`config.mk`:
```
export PLATFORM = sky130hd
export DESIGN_NAME = vt4_out
export DESIGN_NICKNAME = d
export VERILOG_FILES = /design/src/hw/rtl/vt4_pkg.sv /design/src/hw/rtl/vt4_out.sv
export SDC_FILE = /design/constraint.sdc
export NUM_CORES = 1
export LEC_CHECK = 0
export BUFFER_PORTS_ARGS = -buffer_cell sky130_fd_sc_hd__buf_2
export CORE_AREA = 4 4 104 106
export CTS_CLUSTER_DIAMETER = 80
export DETAILED_ROUTE_END_ITERATION = 8
export DIE_AREA = 0 0 108 110
export PLACE_DENSITY = 0.89
export RECOVER_POWER = 100
export SLEW_MARGIN = 20
export SYNTH_ARGS = -nofsm -noshare
export SYNTH_HDL_FRONTEND = slang
export SYNTH_SLANG_ARGS = --single-unit
```
`constraint.sdc`:
```
create_clock -name clk -period 2.13 [get_ports clk]
set_input_delay 0.3195 -clock clk [delete_from_list [all_inputs] [get_ports clk]]
set_output_delay 0.3195 -clock clk [all_outputs]
set_load 0.01 [all_outputs]
```
`src/hw/rtl/vt4_pkg.sv`:
```
// vt4_pkg: shared types and constants of the 4x4 vertex transform
// no dependencies; used by every module of the block
`timescale 1ns / 1ps

package vt4_pkg;

	localparam int NUM_LANES  = 4;
	localparam int COMP_W     = 32;
	localparam int COEF_W     = 16;
	localparam int ROW_W      = NUM_LANES * COEF_W;
	localparam int PROD_W     = COEF_W + COMP_W;
	localparam int SUM_W      = PROD_W + 2;
	localparam int FRAC_SHIFT = 12;
	localparam int RES_W      = 32;
	localparam int IDX_W      = 2;
	localparam int IN_DATA_W  = NUM_LANES * COMP_W;
	localparam int OUT_BITS   = NUM_LANES * RES_W + NUM_LANES;
	localparam int OUT_DATA_W = ((OUT_BITS + 7) / 8) * 8;

	localparam logic [IDX_W-1:0] ROW_0_IDX = 2'd0;
	localparam logic [IDX_W-1:0] ROW_1_IDX = 2'd1;
	localparam logic [IDX_W-1:0] ROW_2_IDX = 2'd2;
	localparam logic [IDX_W-1:0] ROW_3_IDX = 2'd3;

	localparam logic [IDX_W-1:0] ROW_IDX [NUM_LANES] = '{
		ROW_0_IDX, ROW_1_IDX, ROW_2_IDX, ROW_3_IDX
	};

	// identity matrix, 1.0 in Q4.12 on the diagonal
	localparam logic [ROW_W-1:0] ROW_RESET [NUM_LANES] = '{
		64'h0000_0000_0000_1000,
		64'h0000_0000_1000_0000,
		64'h0000_1000_0000_0000,
		64'h1000_0000_0000_0000
	};

	typedef logic signed [COMP_W-1:0] comp_t;
	typedef comp_t [NUM_LANES-1:0] vec_t;
	typedef logic signed [RES_W-1:0] res_t;

	typedef struct packed {
		logic en_s1;
		logic en_s2;
	} pipe_ctl_t;

endpackage

```
`src/hw/rtl/vt4_out.sv`:
```
// vt4_out: merges the lane results into one output transaction register
// depends on vt4_pkg
`timescale 1ns / 1ps

module vt4_out (
	input  logic                                clk,
	input  logic                                arst_n,
	input  logic                                load,
	input  logic                                valid_in,
	input  vt4_pkg::res_t [vt4_pkg::NUM_LANES-1:0] res,
	input  logic [vt4_pkg::NUM_LANES-1:0]       clip,
	output logic                                m_tvalid,
	output logic [vt4_pkg::OUT_DATA_W-1:0]      m_tdata
);

	logic                               valid_q;
	logic [vt4_pkg::OUT_DATA_W-1:0]     data_q;

	always_ff @(posedge clk or negedge arst_n) begin
		if (!arst_n) begin
			valid_q <= 1'b0;
		end else if (load) begin
			valid_q <= valid_in;
		end
	end

	always_ff @(posedge clk) begin
		if (load) begin
			data_q <= vt4_pkg::OUT_DATA_W'({clip, res});
		end
	end

	assign m_tvalid = valid_q;
	assign m_tdata  = data_q;

endmodule

```
==> flow_summary.yaml, run 1 <==
placement:
  place_hpwl_mm: 7.52
  place_area_sq_mm: 0.00558
  gp_congestion: 0.714
  io_buffers: 268
  dp.cells: 543
clocking:
  cts_max_path_buffers: 2
  root_buffer: "clkbuf_8"
  cts.sinks: 133
  cts_resized: 0
  post_cts_buffers: 0
  postCtsHoldBufs: 116
  htreeDepth: 4
  cts_made_buffers: 17
run_status:
  stop_stage: "clock tree synthesis"
  status: "stopped before the end"
  first-error: "[ERROR RSZ-0060] Max buffer count reached."
synth:
  yosysSeqAreaShare_pct: 98.8
  yosys_warnings: 0
  syn_area_sq_mm: 0.00404
  synth_cells: 139
  synth-seq-cells: 133
  synthDistinctLibCells: 5
  avgSynthCellArea_sq_um: 29.0
die:
  die_x_um: 108
  start_util_pct: 41.3
  row_count: 36
  design.portCount: 273
  die_y_um: 110
==> cells by family after synthesis <==
group | share of synthesized area (%)
flip-flops | 98.8
multiplexers | 0.372
other | 0.0929
buffers and inverters | 0.744
==> cells in the mapped netlist <==
library cell	instances	area (sq um)
edfxtp_1	132	3960
dfrtp_1	1	25.0
mux2_4	1	15.0
conb_1	1	3.75
buf_4	4	30.0
==> stage by stage <==
stage	setup WS [ps]	util, %
3_5_place_dp	766	57.1
3_3_place_gp	789	57.1
2_1_floorplan	1350	-
==> run 2: changes to the inputs <==
--- a/config.mk
+++ b/config.mk
@@ -6,11 +6,10 @@
 export NUM_CORES = 1
 export LEC_CHECK = 0
 export BUFFER_PORTS_ARGS = -buffer_cell sky130_fd_sc_hd__buf_2
-export CORE_AREA = 4 4 104 106
-export CTS_CLUSTER_DIAMETER = 80
+export CORE_MARGIN = 4
+export CORE_UTILIZATION = 30
 export DETAILED_ROUTE_END_ITERATION = 8
-export DIE_AREA = 0 0 108 110
-export PLACE_DENSITY = 0.89
+export PLACE_DENSITY_LB_ADDON = 0.15
 export RECOVER_POWER = 100
 export SLEW_MARGIN = 20
 export SYNTH_ARGS = -nofsm -noshare
==> flow_summary.yaml, run 2 <==
synth:
  synth_edf_count: 132
  avgSynthCellArea_sq_um: 29.0
  synth_cells: 139
  synthAdderAreaFrac_pct: 0
  async_reset_ff_share_pct: 0.752
  synthMuxAreaShare_pct: 0.372
  synthTopCellsByArea: "edfxtp_1 98%, buf_4 0.74%, dfrtp_1 0.62%, mux2_4 0.37%, conb_1 0.093%"
  synthDistinctLibCells: 5
  synth-simple-area-share_pct: 0
  syn_area_sq_mm: 0.00404
  synth_ff_type: "edfxtp_1"
  synth_compound_area_share_pct: 0
  synth_top_area_share_pct: 98.2
  yosysSeqAreaShare_pct: 98.8
  synth_top_family_by_area: "buffers and inverters"
  yosysMostFrequentCell: "edfxtp_1"
  yosys_warnings: 0
  synth_common_cells: "132 x edfxtp_1, 4 x buf_4, 1 x conb_1, 1 x dfrtp_1, 1 x mux2_4"
  yosysTopAreaCell: "edfxtp_1"
  synth_xor_area_share_pct: 0
  synth-seq-cells: 133
setup_path:
  worstPathCellList: "clkbuf_2, clkbuf_1"
  cp_slowest_cell: "clkbuf_2"
  crit_fanout: 33
  cp_top_family: "buffers and inverters"
  cp.arrival_ps: 1490
  crit_type: "in -> reg"
  crit_path_start_kind: "input pin"
  crit_buf_inv: 2
  ff2ff_path_depth: 1
  path_depth: 2
  ff2ff_setup_slack_ps: 1340
  r2r_end: "m_tvalid"
  r2r_start: "m_tvalid"
  cp.required_ps: 2170
  crit_path_end: "m_tdata[65]"
  crit_path_end_kind: "register"
  startpoint: "load"
  max_stage_delay_ps: 680
clocking:
  htreeDepth: 4
  cts.sinks: 133
  cts_made_buffers: 17
  cts_tree: "done"
  clk_latency_ps: 410
  cts_max_path_buffers: 2
  root_buffer: "clkbuf_16"
  path_clk_slew_ps: 60
min_path:
  hold_path_class: "in -> reg"
global_route:
  antenna_found_initial: 1
  grt_remaining_overflow: 0
  grt_usage_pct: 12.9
  grt_pass1_wl_mm: 14.1
  grt_max_degree: 35
  grt_pass1_vias: 2682
routing:
  drtIter0Drc: 149
  drtAntennaViolNets: 0
  avgViaCountPerCell: 3.97
  dr.pass1.iters: 4
  vias: 2464
  drc_errors: 0
  routed_wl_mm: 10.2
  wl_per_cell_um: 16.5
sta:
  worst_pin_slew_ps: 910
  hold_viol_final: 0
  relSlewSlack_pct: 39.3
  finalSetupTns_ps: 0
  final-max-slew-violation-count: 0
  setup_viol: 0
  min_period_over_period_pct: 68.2
  finalClockSkew_ps: 0
  period_needed_ps: 1450
  rsz0062_at_grt: "no"
  max_freq_ghz: 0.688
placement:
  place_area_sq_mm: 0.00565
  gp_congestion: 0.694
  io_buffers: 268
  place_hpwl_mm: 7.94
die:
  design.portCount: 273
  die-area_sq_mm: 0.0154
  core_area_sq_mm: 0.0132
  die_y_um: 124
  row_count: 42
  start_util_pct: 30.6
  die_x_um: 124
layout:
  layout_commonest_cell: "clkbuf_1"
  fin_nets: 568
  drive_gt1_share_pct: 36.6
  final_cell_mix: "139 x clkbuf_1, 132 x edfxtp_1, 131 x buf_2, 17 x clkbuf_16"
  antennaDiodeCount: 0
  design_area_sq_mm: 0.00609
  syn2layout_area_growth_pct: 50.7
  largest_reg_flops: 132
power:
  powerDensity_mw_per_mm2: 1080
  ir_worst_vdd_mv: 0.548
  power_leakage_nw: 2.32
flow_run:
  drv_cap: 0
run_status:
  status: "finished clean"
==> run 2: kinds of logic (layout without fill, tap and decap cells) <==
family / Yosys count / in the layout
other: 1 / 4
flip-flops: 133 / 133
buffers and inverters: 4 / 307
multiplexers: 1 / 1
==> run 2: worst min path at each step <==
stage	slack, ps	start	depth (start not counted)	end
finish	80	res[2]	1	m_tdata[2]
global route	60	res[103]	1	m_tdata[103]
CTS	60	res[111]	1	m_tdata[111]
detailed placement	100	arst_n	1	m_tvalid
global placement	100	arst_n	1	m_tvalid
floorplan	20	arst_n	0	m_tvalid
==> run 2: repair_timing <==
action / CTS / global route
hold buffers: 1 / 0
gates resized for setup: 0 / 0
hold endpoints to repair: 1 / 0
buffers inserted: 0 / 0
==> run 2: area by class of cell <==
class,instances,area [sq um]
Clock buffer,17,425
Sequential cell,133,3990
Clock inverter,15,185
Fill cell,1247,7100
Tap cell,176,220
Timing Repair Buffer,275,1240
Multi-Input combinational cell,5,26.3
==> run 2: routing by layer <==
metal | share of wire (%) | vias to the layer above | global-route usage (%)
met2 | 47 | 193 | 19.7
met5 | 0.20 | - | 0
met1 | 32 | 1099 | 12.5
li1 | - | 1147 | -
met4 | 2.4 | 2 | 6.43
met3 | 19 | 23 | 10.4
==> run 2: report_power, final <==
part           total [mW]  switching, mW  internal (mW)
Clock                2.98           1.04           1.94
Sequential           3.17         0.0558           3.11
Combinational       0.450          0.278          0.172
==> run 2: stage by stage <==
stage / cells / power (mW) / hold WS (ps) / utilization, % / worst slack (ps)
after floorplan: 142 / 3.35 / 23.9 / - / 1350
after global placement: 588 / 3.73 / 96.6 / 42.9 / 768
after detailed placement: 588 / 3.74 / 100 / 42.9 / 744
after CTS: 621 / 6.75 / 61.1 / 47.6 / 822
after global routing: 621 / 6.89 / 55.0 / 46.1 / 528
final: 621 / 6.60 / 81.2 / 46.1 / 677
No activity file was read; power rests on OpenSTA's default activity.
